`src/rtl/assert_macros.svh`:
```
// Assertion macros shared by the sort engine RTL.
// No dependencies; the bodies are empty when SYNTHESIS is defined.
`ifndef ASSERT_MACROS_SVH
`define ASSERT_MACROS_SVH
`ifndef SYNTHESIS
// Clocked property, ignored while reset is asserted
`define SSE_ASSERT(lbl, clk, rst_n, prop, msg) \
    lbl: assert property (@(posedge clk) disable iff (!(rst_n)) (prop)) else $error(msg);
// Clocked property, checked through reset as well
`define SSE_ASSERT_ALWAYS(lbl, clk, prop, msg) \
    lbl: assert property (@(posedge clk) (prop)) else $error(msg);
`else
`define SSE_ASSERT(lbl, clk, rst_n, prop, msg)
`define SSE_ASSERT_ALWAYS(lbl, clk, prop, msg)
`endif
`endif

```
`src/rtl/ssort_pkg.sv`:
```
// Constants and types for the selection sort engine.
// No dependencies; imported by the top level.
package ssort_pkg;

    localparam int DEPTH       = 64;
    localparam int STORE_SLOTS = 64;
    localparam int CAP         = (DEPTH < STORE_SLOTS) ? DEPTH : STORE_SLOTS;
    localparam int ADDR_W      = $clog2(STORE_SLOTS);
    localparam int CNT_W       = ADDR_W + 1;
    localparam int ELEM_W      = 32;

    typedef logic [ADDR_W-1:0] t_addr;
    typedef logic [CNT_W-1:0]  t_cnt;

    typedef enum logic [2:0] {
        ST_LOAD,
        ST_SCAN,
        ST_SWAP1,
        ST_SWAP2,
        ST_EMIT
    } t_state;

endpackage

```
`src/rtl/ssort_ram.sv`:
```
// Generic simple dual-port RAM: one write port, one read port, registered read.
// No dependencies.
module ssort_ram #(
    parameter int WIDTH = 32,
    parameter int DEPTH = 64
) (
    input  logic                     i_clk,
    input  logic                     i_we,
    input  logic [$clog2(DEPTH)-1:0] i_waddr,
    input  logic [WIDTH-1:0]         i_wdata,
    input  logic                     i_re,
    input  logic [$clog2(DEPTH)-1:0] i_raddr,
    output logic [WIDTH-1:0]         o_rdata
);

    logic [WIDTH-1:0] r_mem [DEPTH];
    logic [WIDTH-1:0] r_rdata;

    always_ff @(posedge i_clk) begin
        if (i_we) begin
            r_mem[i_waddr] <= i_wdata;
        end
        if (i_re) begin
            r_rdata <= r_mem[i_raddr];
        end
    end

    assign o_rdata = r_rdata;

endmodule

```
`src/rtl/selection_sort_engine_core.sv`:
```
// Load, sort and emit: 1 element per cycle in while o_in_ready is high, ascending run out;
// a result is read only once the previous read has reached the output register, and that
// register is free or taken. A sort pass scans one store entry per cycle, then swaps in
// ST_SWAP1 and ST_SWAP2. o_in_ready is low from the closing transfer until the last
// result has been read from the store.
// Reset (synchronous, active low) clears count, overflow flag and control; store not cleared.
`include "assert_macros.svh"

module selection_sort_engine_core
    import ssort_pkg::*;
(
    input  logic                     i_clk,
    input  logic                     i_rst_n,
    input  logic                     i_in_valid,
    output logic                     o_in_ready,
    input  logic signed [ELEM_W-1:0] i_element_value,
    input  logic                     i_last_element,
    output logic                     o_out_valid,
    input  logic                     i_out_ready,
    output logic signed [ELEM_W-1:0] o_sorted_value,
    output logic                     o_run_end,
    output logic                     o_truncated
);

    t_state r_state, n_state;
    t_cnt   r_count, n_count;
    logic   r_ovf, n_ovf;
    t_addr  r_i, n_i;
    t_cnt   r_j, n_j;
    t_cnt   r_k, n_k;
    logic   r_scan_vld, n_scan_vld;
    t_addr  r_scan_idx, n_scan_idx;
    t_addr  r_pick, n_pick;
    logic signed [ELEM_W-1:0] r_min, n_min;
    logic [ELEM_W-1:0]        r_vi, n_vi;
    logic   r_pend, n_pend;
    logic   r_pend_end, n_pend_end;
    logic   r_pend_trunc, n_pend_trunc;
    logic   r_out_vld, n_out_vld;
    logic [ELEM_W-1:0] r_out_data, n_out_data;
    logic   r_out_end, n_out_end;
    logic   r_out_trunc, n_out_trunc;

    logic              ram_we;
    t_addr             ram_waddr;
    logic [ELEM_W-1:0] ram_wdata;
    logic              ram_re;
    t_addr             ram_raddr;
    logic [ELEM_W-1:0] ram_rdata;

    logic in_fire;
    logic room;
    t_cnt load_cnt;
    logic emit_go;
    logic emit_last;
    t_cnt pick_ext;

    ssort_ram #(
        .WIDTH (ELEM_W),
        .DEPTH (STORE_SLOTS)
    ) u_store (
        .i_clk   (i_clk),
        .i_we    (ram_we),
        .i_waddr (ram_waddr),
        .i_wdata (ram_wdata),
        .i_re    (ram_re),
        .i_raddr (ram_raddr),
        .o_rdata (ram_rdata)
    );

    assign o_in_ready = (r_state == ST_LOAD);
    assign in_fire    = i_in_valid && o_in_ready;
    assign room       = (r_count < t_cnt'(CAP));
    assign load_cnt   = room ? (r_count + t_cnt'(1)) : r_count;
    // only one read in flight, and only into an output register that is free next cycle
    assign emit_go    = (r_state == ST_EMIT) && !r_pend && (!r_out_vld || i_out_ready);
    assign emit_last  = ((r_k + t_cnt'(1)) == r_count);
    assign pick_ext   = {1'b0, r_pick};

    always_comb begin
        n_state      = r_state;
        n_count      = r_count;
        n_ovf        = r_ovf;
        n_i          = r_i;
        n_j          = r_j;
        n_k          = r_k;
        n_scan_vld   = 1'b0;
        n_scan_idx   = r_scan_idx;
        n_pick       = r_pick;
        n_min        = r_min;
        n_vi         = r_vi;
        n_pend       = 1'b0;
        n_pend_end   = r_pend_end;
        n_pend_trunc = r_pend_trunc;
        ram_we       = 1'b0;
        ram_waddr    = r_count[ADDR_W-1:0];
        ram_wdata    = i_element_value;
        ram_re       = 1'b0;
        ram_raddr    = r_j[ADDR_W-1:0];

        unique case (r_state)
            ST_LOAD: begin
                if (in_fire) begin
                    if (room) begin
                        ram_we  = 1'b1;
                        n_count = load_cnt;
                    end else begin
                        n_ovf = 1'b1;
                    end
                    if (i_last_element) begin
                        n_i = '0;
                        n_j = '0;
                        n_k = '0;
                        n_state = (load_cnt >= t_cnt'(2)) ? ST_SCAN : ST_EMIT;
                    end
                end
            end
            ST_SCAN: begin
                if (r_j < r_count) begin
                    ram_re     = 1'b1;
                    n_j        = r_j + t_cnt'(1);
                    n_scan_vld = 1'b1;
                    n_scan_idx = r_j[ADDR_W-1:0];
                end
                if (r_scan_vld) begin
                    if (r_scan_idx == r_i) begin
                        n_min  = $signed(ram_rdata);
                        n_vi   = ram_rdata;
                        n_pick = r_i;
                    end else if ($signed(ram_rdata) < r_min) begin
                        // strict compare keeps the first minimum
                        n_min  = $signed(ram_rdata);
                        n_pick = r_scan_idx;
                    end
                    if ({1'b0, r_scan_idx} == (r_count - t_cnt'(1))) begin
                        n_state = ST_SWAP1;
                    end
                end
            end
            ST_SWAP1: begin
                ram_we    = 1'b1;
                ram_waddr = r_pick;
                ram_wdata = r_vi;
                n_state   = ST_SWAP2;
            end
            ST_SWAP2: begin
                ram_we    = 1'b1;
                ram_waddr = r_i;
                ram_wdata = r_min;
                n_i       = r_i + t_addr'(1);
                if (({1'b0, r_i} + t_cnt'(2)) < r_count) begin
                    n_j     = {1'b0, r_i} + t_cnt'(1);
                    n_state = ST_SCAN;
                end else begin
                    n_k     = '0;
                    n_state = ST_EMIT;
                end
            end
            ST_EMIT: begin
                ram_raddr = r_k[ADDR_W-1:0];
                if (emit_go) begin
                    ram_re       = 1'b1;
                    n_pend       = 1'b1;
                    n_pend_end   = emit_last;
                    n_pend_trunc = r_ovf;
                    n_k          = r_k + t_cnt'(1);
                    if (emit_last) begin
                        n_count = '0;
                        n_ovf   = 1'b0;
                        n_state = ST_LOAD;
                    end
                end
            end
            default: begin
                n_state = ST_LOAD;
            end
        endcase
    end

    // output register, loaded from the store read data in the cycle after the read is issued
    always_comb begin
        n_out_vld   = r_out_vld;
        n_out_data  = r_out_data;
        n_out_end   = r_out_end;
        n_out_trunc = r_out_trunc;
        if (r_pend) begin
            n_out_vld   = 1'b1;
            n_out_data  = ram_rdata;
            n_out_end   = r_pend_end;
            n_out_trunc = r_pend_trunc;
        end else if (i_out_ready) begin
            n_out_vld = 1'b0;
        end
    end

    always_ff @(posedge i_clk) begin
        if (!i_rst_n) begin
            r_state    <= ST_LOAD;
            r_count    <= '0;
            r_ovf      <= 1'b0;
            r_i        <= '0;
            r_j        <= '0;
            r_k        <= '0;
            r_scan_vld <= 1'b0;
            r_pend     <= 1'b0;
            r_out_vld  <= 1'b0;
        end else begin
            r_state    <= n_state;
            r_count    <= n_count;
            r_ovf      <= n_ovf;
            r_i        <= n_i;
            r_j        <= n_j;
            r_k        <= n_k;
            r_scan_vld <= n_scan_vld;
            r_pend     <= n_pend;
            r_out_vld  <= n_out_vld;
        end
    end

    always_ff @(posedge i_clk) begin
        r_scan_idx   <= n_scan_idx;
        r_pick       <= n_pick;
        r_min        <= n_min;
        r_vi         <= n_vi;
        r_pend_end   <= n_pend_end;
        r_pend_trunc <= n_pend_trunc;
        r_out_data   <= n_out_data;
        r_out_end    <= n_out_end;
        r_out_trunc  <= n_out_trunc;
    end

    assign o_out_valid    = r_out_vld;
    assign o_sorted_value = $signed(r_out_data);
    assign o_run_end      = r_out_end;
    assign o_truncated    = r_out_trunc;

    `SSE_ASSERT(a_pend_into_free_slot, i_clk, i_rst_n, r_pend |-> !r_out_vld, "read data would overwrite a pending result")
    `SSE_ASSERT(a_scan_no_write, i_clk, i_rst_n, (r_state == ST_SCAN) |-> !ram_we, "store written during minimum scan")
    `SSE_ASSERT(a_pick_in_range, i_clk, i_rst_n, (r_state == ST_SWAP1) |-> (pick_ext < r_count), "swap index beyond stored count")
    `SSE_ASSERT(a_run_clears, i_clk, i_rst_n, (emit_go && emit_last) |=> ((r_count == '0) && !r_ovf && r_pend && r_pend_end), "count or flag not cleared after final read")

endmodule
```
`config.mk`:
```
export PLATFORM = sky130hd
export DESIGN_NAME = selection_sort_engine_core
export DESIGN_NICKNAME = d
export VERILOG_FILES = /design/src/rtl/ssort_pkg.sv /design/src/rtl/ssort_ram.sv /design/src/rtl/selection_sort_engine_core.sv
export VERILOG_INCLUDE_DIRS = /design/src /design/src/rtl
export SDC_FILE = /design/constraint.sdc
export NUM_CORES = 2
export LEC_CHECK = 0
export ABC_AREA = 0
export BUFFER_PORTS_ARGS = -buffer_cell sky130_fd_sc_hd__buf_2
export CORE_ASPECT_RATIO = 0.7
export CORE_MARGIN = 2
export CORE_UTILIZATION = 60
export DETAILED_ROUTE_END_ITERATION = 16
export GPL_ROUTABILITY_DRIVEN = 0
export PLACE_DENSITY = 0.78
export SLEW_MARGIN = 40
export SYNTH_ARGS = -nofsm -noshare
export SYNTH_HDL_FRONTEND = slang
export SYNTH_SLANG_ARGS = --single-unit
```
`constraint.sdc`:
```
create_clock -name i_clk -period 6.44 [get_ports i_clk]
set_input_delay 0.644 -clock i_clk [delete_from_list [all_inputs] [get_ports i_clk]]
set_output_delay 0.644 -clock i_clk [all_outputs]
set_load 0.01 [all_outputs]
```
==> qor.csv <==
metric,value,unit
status,completed,
path_delay_family,buffers and inverters,
synth_seq_cells,2226,
maxSlewHeadroom,35.3,%
max_freq,0.187,GHz
ys_types,54,
fin_crit,5.36,ns
power,31.3,mW
ys_async_sr_fraction,0,%
required,6.93,ns
synth_top_family_by_area,multiplexers,
synth.avg_cell_area,17.8,um^2
report.final.slew_viol_count,0,
cp.arrival,5.85,ns
cp_max_fo,51,
syn2layout_area_growth,13.6,%
worst_pin_slew,0.957,ns
finClkSkew,0.0284,ns
synth-simple-area-share,1.93,%
synth_top_flop_cell,edfxtp_1,
crit_slowest_cell,o41ai_1,
seqPwrFrac,54.4,%
cp-start-kind,flop,
synthMuxAreaShare,12.3,%
grt_pass1_wl,340000,um
final-setup-viol-count,0,
critPathBufInv,4,
hp-class,input port to flop,
cts.htree.levels,4,
wirelength,242000,um
worstSetupEndpointType,flop,
path_clk_slew,0.07,ns
synth.top_cell.area_share,75.8,%
cap_violations,0,
p_clk_share,36.8,%
grt_max_degree,65,
grt_pass1_vias,47626,
io_pins,73,
postRouteAntennaNets,0,
wire_per_inst,33.5,um
max_stage_delay,0.89,ns
seq_area_frac_synth,76.6,%
dr.pass1.iters,6,
synth-xor-area-share,0.333,%
p_int,23.6,mW
synth_fa_ha_area_share,0.706,%
fin_tns_setup,0,ns
drtIter0Drc,8111,
worstSetupPathType,flop to flop,
antenna_found_initial,21,
synth_cells,4869,
yosysWarningCount,0,
p_leak,38.4,nW
cts_buffer_depth,3,
via_per_inst,6.91,
combinationalPowerShare,8.9,%
ctsResizeCount,0,
yosys.area.top_type,edfxtp_1,
port_buffers,72,
switching_share,24.5,%
dieArea,148000,um^2
die_width,459,um
syn_area,86900,um^2
drcViolationCount,0,
postCtsSetupRepairBufs,0,
power_density,317,nW/um^2
finalCritPeriodShare,83.2,%
crit_path_frequent_cell,buf_12,
hold_violations,0,
cts_root_buf,clkbuf_16,
grt_overflow_total,0,
cts_hold_buf,0,
ir_worst_vdd,0.283,mV
vias,49799,
finalNetCount,5240,
initial_core_util,60.6,%
cts_sinks,2226,
clk_latency,0.83,ns
die_h,322,um
synth-compound-area-share,6.09,%
crit_chain,or3b_1 > mux2i_4 > buf_6 > buf_12 > buf_12 > mux2i_1 > o22ai_1 > o41ai_1 > buf_4 > nand4_1,
synth_nets,4955,
dp.final_hpwl,138000,um
drive_above_1_share,15.8,%
numCtsBuffers,192,
track_usage,32.5,%
p_sw,7.67,mW
core_area,143000,um^2
rows,116,
synth_edf_count,2192,
grt_setup_unrepaired,no,
cts_tree,yes,
netlist_top_cells_area,"edfxtp_1 (76%), mux2i_1 (12%), o22ai_1 (3.7%)",
post-route-util,68.9,%
## routing by layer
layer | share of wire, % | track usage, %
met3 | 16 | 11.0
met5 | 0.14 | 0
met4 | 4.0 | 13.3
met2 | 43 | 46.1
met1 | 37 | 46.4
## worst min-delay path: stages
cell and delay (ns):
buf_2 0.15, a31oi_1 0.18, nor3_1 0.05
## stage by stage
| step | cell area [um^2] | std cells | setup slack, ns | hold WS (ns) |
|---|---|---|---|---|
| final | 98700 | 7207 | 1.08 | 0.250 |
| after global routing | 98600 | 7199 | 1.10 | 0.253 |
| after CTS | 98500 | 7196 | 1.29 | 0.205 |
| after detailed placement | 92300 | 6845 | 1.33 | 0.416 |
| after global placement | 91700 | 6819 | 0.277 | 0.413 |
| after floorplan | 86900 | 4869 | 1.71 | 0.400 |
## layout by cell type, fill, tap and decap left out, drive strengths merged, types with 34 or more instances in the layout
cell / count
dfxtp: 34
edfxtp: 2192
inv: 54
nand4: 41
clkbuf: 238
ha: 49
a21oi: 38
mux2i: 1065
nor2: 111
o41ai: 132
clkinv: 80
o22ai: 517
buf: 381
nand2: 105
o21ai: 66
## flip-flops by register name, summed over array words and instances (netlist names)
| name | count |
|---|---|
| r_state | 3 |
| o_out_valid | 1 |
| r_ovf | 1 |
| r_j | 7 |
| r_scan_vld | 1 |
| o_sorted_value | 32 |
| u_store.r_mem | 2048 |
| r_vi | 32 |
| r_k | 7 |
| r_scan_idx | 6 |
| o_truncated | 1 |
| r_pick | 6 |
| r_pend_trunc | 1 |
| r_pend | 1 |
| u_store.o_rdata | 32 |
| r_count | 7 |
| o_run_end | 1 |
| r_i | 6 |
| r_min | 32 |
| r_pend_end | 1 |
## synthesized netlist by cell type, drive strengths merged (2+ instances only)
cell type	instances
edfxtp	2192
mux2i	1065
o22ai	517
buf	184
o41ai	132
nor2	111
clkbuf	108
nand2	105
o21ai	66
ha	49
inv	43
nand4	41
a21oi	38
dfxtp	34
nand3	29
xnor2	20
nor3	13
xor2	13
nand3b	10
or3	10
nand2b	8
a31oi	7
nor4	7
a22oi	5
and2	5
and3	5
o21a	5
a21o	4
a41oi	4
o31ai	4
a2111oi	3
nor2b	3
nor3b	3
o211ai	3
or2	3
a211oi	2
a311oi	2
and4	2
clkinv	2
o21bai	2
## logic make-up after synthesis
family                     Yosys count
and+or+nand+nor                    358
muxes                             1065
buffers and inverters              337
xor gates and xnor gates            33
AOI/OAI and AO/OA                  801
adders and majority gates           49
DFF                               2226
## worst paths after layout
path	from	to	slack, ns	cells after the start
setup / recovery	r_state[1]$_SDFFE_PN0P_	u_store.o_rdata[6]$_DFFE_PP_	1.08	10
hold / removal	i_in_valid	r_ovf$_SDFFE_PN0P_	0.25	3
setup reg to reg	r_state[1]$_SDFFE_PN0P_	u_store.o_rdata[6]$_DFFE_PP_	1.08	10
hold reg to reg	r_pend_trunc$_DFFE_PP_	o_truncated$_DFFE_PP_	0.43	0
## area by class of cell
| class | count | area [um^2] |
|---|---|---|
| Sequential cell | 2226 | 66500 |
| Fill cell | 8518 | 44600 |
| Antenna cell | 8 | 20.0 |
| Clock buffer | 236 | 5030 |
| Tap cell | 1888 | 2360 |
| Timing Repair Buffer | 383 | 3320 |
| Inverter | 45 | 169 |
| Multi-Input combinational cell | 2306 | 20100 |
| Clock inverter | 115 | 1130 |
## power by group through the flow
stage / clock [mW] / sequential [mW] / combinational (mW)
detailed placement: 0 / 17.3 / 2.64
global placement: 0 / 17.3 / 2.46
global route: 12.1 / 17.0 / 2.87
finish: 11.5 / 17.0 / 2.78
CTS: 11.5 / 17.0 / 2.65
floorplan: 0 / 17.0 / 1.34
Note: power is estimated with default switching activity, not from simulation.
